`config.mk`:
```
export PLATFORM = sky130hd
export DESIGN_NAME = huffman_tree_table_decoder
export DESIGN_NICKNAME = d
export VERILOG_FILES = /design/src/hdl/htd_pkg.sv /design/src/hdl/huffman_tree_table_decoder.sv /design/src/hdl/htd_ctrl.sv /design/src/hdl/htd_datapath.sv
export VERILOG_INCLUDE_DIRS = /design/src /design/src/hdl
export SDC_FILE = /design/constraint.sdc
export NUM_CORES = 1
export LEC_CHECK = 0
export ABC_AREA = 0
export BUFFER_PORTS_ARGS = -buffer_cell sky130_fd_sc_hd__buf_2
export CAP_MARGIN = 20
export CORE_MARGIN = 3
export CORE_UTILIZATION = 45
export CTS_CLUSTER_SIZE = 14
export DETAILED_ROUTE_END_ITERATION = 10
export GPL_TIMING_DRIVEN = 0
export PLACE_DENSITY = 0.66
export SYNTH_ARGS = -nofsm -noshare
export SYNTH_HDL_FRONTEND = slang
export SYNTH_HIERARCHICAL = 1
export SYNTH_SLANG_ARGS = --single-unit
```
`constraint.sdc`:
```
create_clock -name clk -period 7.05 [get_ports clk]
set_clock_uncertainty 0.2 [all_clocks]
set_input_delay 0.3525 -clock clk [delete_from_list [all_inputs] [get_ports clk]]
set_output_delay 0.3525 -clock clk [all_outputs]
set_load 0.02 [all_outputs]
```
`src/hdl/assert_macros.svh`:
```
// Assertion macros used by the top-level design file.
`ifndef ASSERT_MACROS_SVH
`define ASSERT_MACROS_SVH

// Same-cycle implication, disabled while reset is asserted.
`define ASSERT_IMPLIES(label, clk, rst_n, a, b) \
    label: assert property (@(posedge clk) disable iff (!rst_n) (a) |-> (b)) \
        else $error("assertion failed");

// Next-cycle implication, disabled while reset is asserted.
`define ASSERT_NEXT(label, clk, rst_n, a, b) \
    label: assert property (@(posedge clk) disable iff (!rst_n) (a) |=> (b)) \
        else $error("assertion failed");

`endif

```
`src/hdl/htd_pkg.sv`:
```
// Types, constants and the tree table of the Huffman tree-table decoder.
package htd_pkg;

    localparam int unsigned ROM_ENTRIES = 102;
    localparam logic [7:0] NODE_FLAG = 8'h80;
    localparam logic [7:0] LINK_MASK = 8'h7F;

    // Entry 0 sits in the most significant byte.
    localparam logic [0:ROM_ENTRIES-1][7:0] TREE_ROM = {
        8'ha1, 8'h81, 8'h8b, 8'h81, 8'h5e, 8'h81, 8'h81, 8'h45,
        8'h81, 8'h52, 8'h81, 8'h44, 8'h81, 8'h56, 8'h4b, 8'h81,
        8'h81, 8'h30, 8'h81, 8'h2d, 8'h81, 8'h4a, 8'h36, 8'h38,
        8'h81, 8'h20, 8'h83, 8'h81, 8'h81, 8'h48, 8'h59, 8'h43,
        8'h82, 8'h81, 8'h4d, 8'h57, 8'h81, 8'h2e, 8'h81, 8'h42,
        8'h84, 8'h81, 8'h31, 8'h81, 8'h5a, 8'h81, 8'h34, 8'h33,
        8'h86, 8'h81, 8'h51, 8'h81, 8'h81, 8'h32, 8'h81, 8'h25,
        8'h2b, 8'h81, 8'h23, 8'h28, 8'h81, 8'h3f, 8'h39, 8'h81,
        8'h37, 8'h2a, 8'h86, 8'h81, 8'h84, 8'h81, 8'h54, 8'h81,
        8'h81, 8'h4c, 8'h50, 8'h46, 8'h53, 8'h4f, 8'h82, 8'h81,
        8'h4e, 8'h41, 8'h49, 8'h81, 8'h81, 8'h55, 8'h81, 8'h47,
        8'h2c, 8'h81, 8'h81, 8'h58, 8'h27, 8'h81, 8'h81, 8'h21,
        8'h35, 8'h81, 8'h26, 8'h81, 8'h29, 8'h2f
    };

    // Entries beyond the stored table read as zero.
    function automatic logic [7:0] tree_entry(input logic [6:0] idx);
        logic [7:0] value;
        value = 8'h00;
        if (32'(idx) < ROM_ENTRIES)
        begin
            value = TREE_ROM[idx];
        end
        return value;
    endfunction

    typedef struct packed {
        logic       load;
        logic       first;
        logic       step;
        logic [2:0] bit_sel;
    } htd_cmd_t;

    typedef struct packed {
        logic active;
        logic out_free;
    } htd_status_t;

endpackage

```
`src/hdl/huffman_tree_table_decoder.sv`:
```
// Huffman tree-table decoder: a first byte walks one bit, any other byte up to eight.
// The byte is loaded first, then one table lookup per bit; the tree walk sets the rate.
// A step waits while the output register holds a character that is not taken.
// No new byte is taken until the current one is through; a character appears in the cycle after its bit step.
// rst_n clears the walk state, the controller and the output valid asynchronously.
`include "assert_macros.svh"

module huffman_tree_table_decoder
    import htd_pkg::*;
#(
    parameter int unsigned TABLE_BYTES = 102
)
(
    input  logic        clk,
    input  logic        rst_n,
    input  logic        s_tvalid,
    output logic        s_tready,
    input  logic [15:0] s_tdata,   // char_count [7:0], data_byte [15:8]
    input  logic        s_tuser,   // first_byte
    output logic        m_tvalid,
    input  logic        m_tready,
    output logic [7:0]  m_tdata,   // character [6:0], zero [7]
    output logic        m_tlast,
    output logic        m_tuser    // bad_code
);

    htd_cmd_t    cmd;
    htd_status_t status;
    logic [6:0]  out_char;

    htd_ctrl u_ctrl (
        .clk      (clk),
        .rst_n    (rst_n),
        .in_valid (s_tvalid),
        .in_first (s_tuser),
        .in_ready (s_tready),
        .status   (status),
        .cmd      (cmd)
    );

    htd_datapath #(
        .TABLE_BYTES (TABLE_BYTES)
    ) u_datapath (
        .clk        (clk),
        .rst_n      (rst_n),
        .cmd        (cmd),
        .char_count (s_tdata[7:0]),
        .data_byte  (s_tdata[15:8]),
        .status     (status),
        .out_valid  (m_tvalid),
        .out_ready  (m_tready),
        .out_char   (out_char),
        .out_last   (m_tlast),
        .out_bad    (m_tuser)
    );

    assign m_tdata = {1'b0, out_char};

    // An error result always ends the message and carries no character.
    `ASSERT_IMPLIES(a_bad_is_last, clk, rst_n, m_tvalid && m_tuser, m_tlast && (m_tdata == 8'd0))
    // A bit step never overwrites a result that has not been taken.
    `ASSERT_IMPLIES(a_no_overwrite, clk, rst_n, cmd.step, !m_tvalid || m_tready)
    // No new request is taken while a byte is still being walked.
    `ASSERT_IMPLIES(a_idle_no_step, clk, rst_n, s_tready, !cmd.step)
    // An error result from a step leaves no message in progress.
    `ASSERT_NEXT(a_error_idles, clk, rst_n, cmd.step, !(m_tvalid && m_tuser) || !status.active)

endmodule

```
`src/hdl/htd_ctrl.sv`:
```
// Controller that sequences the bit steps of each accepted byte.
module htd_ctrl
    import htd_pkg::*;
(
    input  logic        clk,
    input  logic        rst_n,
    input  logic        in_valid,
    input  logic        in_first,
    output logic        in_ready,
    input  htd_status_t status,
    output htd_cmd_t    cmd
);

    typedef enum logic [0:0] {ST_IDLE, ST_RUN} state_t;

    state_t     state_reg, state_next;
    logic [2:0] step_reg, step_next;
    logic       first_reg, first_next;
    logic       final_step;

    assign in_ready = (state_reg == ST_IDLE);
    // A first byte gives one bit; other bytes give eight.
    assign final_step = first_reg || (step_reg == 3'd7);

    always_comb
    begin
        state_next = state_reg;
        step_next  = step_reg;
        first_next = first_reg;
        cmd        = '0;
        unique case (state_reg)
            ST_IDLE:
            begin
                if (in_valid)
                begin
                    cmd.load   = 1'b1;
                    cmd.first  = in_first;
                    first_next = in_first;
                    step_next  = 3'd0;
                    state_next = ST_RUN;
                end
            end
            ST_RUN:
            begin
                if (!status.active)
                begin
                    state_next = ST_IDLE;
                end
                else if (status.out_free)
                begin
                    cmd.step    = 1'b1;
                    // Bits 6 down to 0 come first, bit 7 last.
                    cmd.bit_sel = final_step ? 3'd7 : 3'd6 - step_reg;
                    if (final_step)
                    begin
                        state_next = ST_IDLE;
                    end
                    else
                    begin
                        step_next = step_reg + 3'd1;
                    end
                end
            end
            default:
            begin
                state_next = ST_IDLE;
            end
        endcase
    end

    always_ff @(posedge clk or negedge rst_n)
    begin
        if (!rst_n)
        begin
            state_reg <= ST_IDLE;
            step_reg  <= 3'd0;
            first_reg <= 1'b0;
        end
        else
        begin
            state_reg <= state_next;
            step_reg  <= step_next;
            first_reg <= first_next;
        end
    end

endmodule

```
`src/hdl/htd_datapath.sv`:
```
// Datapath: byte register, tree walk state, table lookup and output register.
module htd_datapath
    import htd_pkg::*;
#(
    parameter int unsigned TABLE_BYTES = 102
)
(
    input  logic        clk,
    input  logic        rst_n,
    input  htd_cmd_t    cmd,
    input  logic [7:0]  char_count,
    input  logic [7:0]  data_byte,
    output htd_status_t status,
    output logic        out_valid,
    input  logic        out_ready,
    output logic [6:0]  out_char,
    output logic        out_last,
    output logic        out_bad
);

    logic [7:0] byte_reg;
    logic [6:0] offset_reg;
    logic [7:0] chars_reg;
    logic       active_reg;
    logic       valid_reg;
    logic [6:0] char_reg;
    logic       last_reg;
    logic       bad_reg;

    logic       cur_bit;
    logic [7:0] idx;
    logic [7:0] entry;
    logic [8:0] next_off;
    logic       idx_bad;
    logic       is_leaf;
    logic       next_bad;
    logic [7:0] chars_dec;
    logic       emit_res;

    assign cur_bit   = byte_reg[cmd.bit_sel];
    assign idx       = {1'b0, offset_reg} + {7'd0, cur_bit};
    assign idx_bad   = idx >= 8'(TABLE_BYTES);
    assign entry     = tree_entry(idx[6:0]);
    assign is_leaf   = (entry & NODE_FLAG) == 8'h00;
    assign next_off  = {2'b00, offset_reg} + {1'b0, entry[6:0], 1'b0};
    assign next_bad  = next_off >= 9'(TABLE_BYTES);
    assign chars_dec = chars_reg - 8'd1;
    // A step emits a result on a leaf or on either kind of table overrun.
    assign emit_res  = cmd.step && active_reg && (idx_bad || is_leaf || next_bad);

    assign status.active   = active_reg;
    assign status.out_free = !valid_reg || out_ready;

    assign out_valid = valid_reg;
    assign out_char  = char_reg;
    assign out_last  = last_reg;
    assign out_bad   = bad_reg;

    always_ff @(posedge clk)
    begin
        if (cmd.load)
        begin
            byte_reg <= data_byte;
        end
    end

    always_ff @(posedge clk or negedge rst_n)
    begin
        if (!rst_n)
        begin
            offset_reg <= 7'd0;
            chars_reg  <= 8'd0;
            active_reg <= 1'b0;
            valid_reg  <= 1'b0;
        end
        else
        begin
            if (emit_res)
            begin
                valid_reg <= 1'b1;
            end
            else if (valid_reg && out_ready)
            begin
                valid_reg <= 1'b0;
            end
            if (cmd.load && cmd.first)
            begin
                offset_reg <= 7'd0;
                chars_reg  <= char_count;
                active_reg <= char_count != 8'd0;
            end
            else if (cmd.step && active_reg)
            begin
                priority if (idx_bad || (!is_leaf && next_bad))
                begin
                    offset_reg <= 7'd0;
                    chars_reg  <= 8'd0;
                    active_reg <= 1'b0;
                end
                else if (is_leaf)
                begin
                    offset_reg <= 7'd0;
                    chars_reg  <= chars_dec;
                    active_reg <= chars_dec != 8'd0;
                end
                else
                begin
                    offset_reg <= next_off[6:0];
                end
            end
        end
    end

    always_ff @(posedge clk)
    begin
        if (cmd.step && active_reg)
        begin
            if (idx_bad || (!is_leaf && next_bad))
            begin
                char_reg <= 7'd0;
                last_reg <= 1'b1;
                bad_reg  <= 1'b1;
            end
            else if (is_leaf)
            begin
                char_reg <= entry[6:0];
                last_reg <= chars_dec == 8'd0;
                bad_reg  <= 1'b0;
            end
        end
    end

endmodule

```
==> out/qor.txt <==
Pins Over Slew Limit - 0
Storage cell area - 1036 um2
Vias post-DR - 3977
WL final - 12010 um
Seq/Total Area, Yosys - 26.71%
Mapped Area - 3879 um2
Rows - 33
Final min period - 6560 ps
Commonest cells after routing, fill and taps aside - 41 x nand2_1, 38 x buf_2, 35 x nor2_1
Io pins - 33
Slowest CP cell - a32oi_2
Critical path fanouts, max - 12
Share of layout cells above drive strength 1 - 18.61%
CTS tree - done
RSZ-0062 raised after global routing - no
Worst slew margin - 44.24%
Setup TNS - 0 ps
HPWL after DPL - 8840 um
Worst min-delay path class - input pin to register
Fraction of registers with async set/reset - 55.26%
Commonest non-fill, non-tap cell in the layout - nand2_1
Mapped Cells - 463
Uppermost layer routed - met4
Initial Utilization - 46.74%
DRC Markers - 0
Die area - 9769 um2
Buffers and inverters on the worst path - 3
Most used cell along the critical path - ha_1
Clock transition at path regs - 80 ps
Largest net degree at the start of global routing - 22
Post-DR vias/cell - 6.520
Area grow syn2layout - 10.71%
Fmax - 152.4 MHz
Met3 WL - 1144 um
Actual slew at the worst max-slew pin - 833.4 ps
Latest clock arrival within the worst-skew pair - 280 ps
Starting DRT DRC Count - 373
Max cap viols - 0
Met1 wire length - 5454 um
Hold Vio Cnt, Final - 0
Cts bufs inserted - 5
Fillers - 795
Die width - 98.84 um
Largest delay share family, worst path - compound AO/OA/AOI/OAI gates
Wire per inst - 19.68 um
Root Driver - clkbuf_8
Yosys warns - 6
Detailed route wirelength on metal2 - 5180 um
Core Region - 8299 um2
H-tree depth - 2
Critical Path Max Stage Delay - 460 ps
Vias in the first global route - 3698
GPL Wtd Cong - 0.9640
Post-synth EDFFs - 17
Status - finished, final reports clean
Syn_area_per_cell - 8.377 um2
GRT Overall Usage - 24.26%
Fin nets - 546
Cell variety after synth - 88
Grt ovf - 0
Primary FF master, synth - dfrtp_1
I/O Buffers - 31
Synthesized flop and latch total - 38
Critical path startpoint category - register
Final Worst Setup Slack - 489.7 ps
Pre-CTS setup slack - 39.09 ps
Antenna-violating nets left - 0
Clock tree sinks - 38
Ratio of final minimum period to clock period - 93.05%
CP required - 6890 ps
Crit path DAT - 6400 ps
DR pass1 iterations - 6
Setup violations, final - 0
Die span in y - 98.84 um
CTS Buffer Depth - 2
Global-route wire length before repair - 19400 um
Initial antenna violation count - 0
# diodes - 0
Worst Path Class, Setup - register to register
Multi-input combinational cell area - 2600 um2
Worst Setup End Kind - register
==> cells by family after synthesis <==
group,after synthesis,synth area share (%)
compound gates,164,31.23
xor+xnor,12,3.097
fa+ha+maj,22,7.226
buf+inv,57,6.935
flops,38,26.71
mux,11,3.419
other cells,2,0.1936
simple gates,157,21.19
==> worst reg2reg max path: cells and delay by family, from the launching register on <==
family	cells	cell delay, ps
compound gates	10	2630
xor+xnor	1	170
fa+ha+maj	4	1000
buf+inv	3	550
flops	1	420
mux	1	190
simple gates	6	1120
==> layer usage <==
| metal | vias up | global-route usage (%) |
|---|---|---|
| met1 | 1882 | 35.90 |
| met4 | 0 | 6.828 |
| met3 | 25 | 5.166 |
| li1 | 1834 | - |
| met5 | - | 0 |
| met2 | 236 | 35.54 |
==> stage by stage <==
step	hold WS [ps]	instances	utilization [%]	instance area, um2
detailed placement	138.9	600	50.23	4169
finish	36.68	610	51.74	4294
global route	20.92	610	51.74	4294
global placement	138.6	600	50.23	4169
CTS	24.59	609	51.38	4264
floorplan	-143.1	464	-	3882
==> layout make-up <==
type                            count  area share, %
Clock buffer                        5          1.603
Multi-Input combinational cell    369          60.55
Tap cell                          105          3.059
Inverter                           20          1.748
Clock inverter                      3         0.3788
Sequential cell                    38          24.13
Timing Repair Buffer               33          4.021
Buffer                             37          4.516
==> cells in the mapped netlist, drive strengths merged (3+ instances only) <==
cell,instances,area (um2)
a2111oi,3,32.53
a211oi,9,85.08
a21boi,4,30.03
a21o,4,30.03
a21oi,29,152.7
a221o,4,40.04
a221oi,3,26.28
a22o,8,70.07
a22oi,4,40.03
a311oi,3,26.28
a31oi,11,75.07
a32oi,4,35.03
and2,10,65.06
and4,4,35.03
buf,20,128.9
clkbuf,17,65.06
dfrtp,21,525.5
edfxtp,17,510.5
ha,20,250.2
inv,20,75.07
mux2i,8,80.08
nand2,42,160.2
nand2b,6,45.04
nand3,12,70.07
nor2,38,150.1
nor2b,9,56.30
nor3,10,60.06
nor3b,3,22.52
nor4,8,50.05
o211ai,7,52.55
o21a,3,22.52
o21ai,33,165.2
o221ai,5,43.79
o22ai,4,31.28
o311ai,5,43.79
o31ai,4,30.03
or2,4,25.02
xnor2,7,68.82
xor2,5,51.30
==> repair_timing <==
item                                   4_1_cts  5_1_grt
setup buffers                                0        1
endpoints found under the hold margin       21        0
gates resized for setup                      0        5
hold buffers                                 1        0
setup endpoints to repair                    0       25
==> worst paths after layout <==
path / start / endpoint / slack (ps) / cells past startpoint
setup / recovery: u_ctrl/step_reg[0] / u_datapath/out_last / 490 / 25
hold / removal: s_tdata[13] / u_datapath/byte_reg[5] / 40 / 1
setup reg to reg: u_ctrl/step_reg[0] / u_datapath/out_last / 490 / 25
hold reg to reg: u_ctrl/step_reg[0] / u_ctrl/step_reg[0] / 330 / 1
max in group asynchronous: rst_n / u_ctrl/step_reg[2] / 5970 / 2
min in group asynchronous: rst_n / u_datapath/chars_reg[3] / 350 / 2
Power is left out: the tool's default activity adds up to more than one toggle a clock period on the data nets, which glitch-free logic cannot reach.
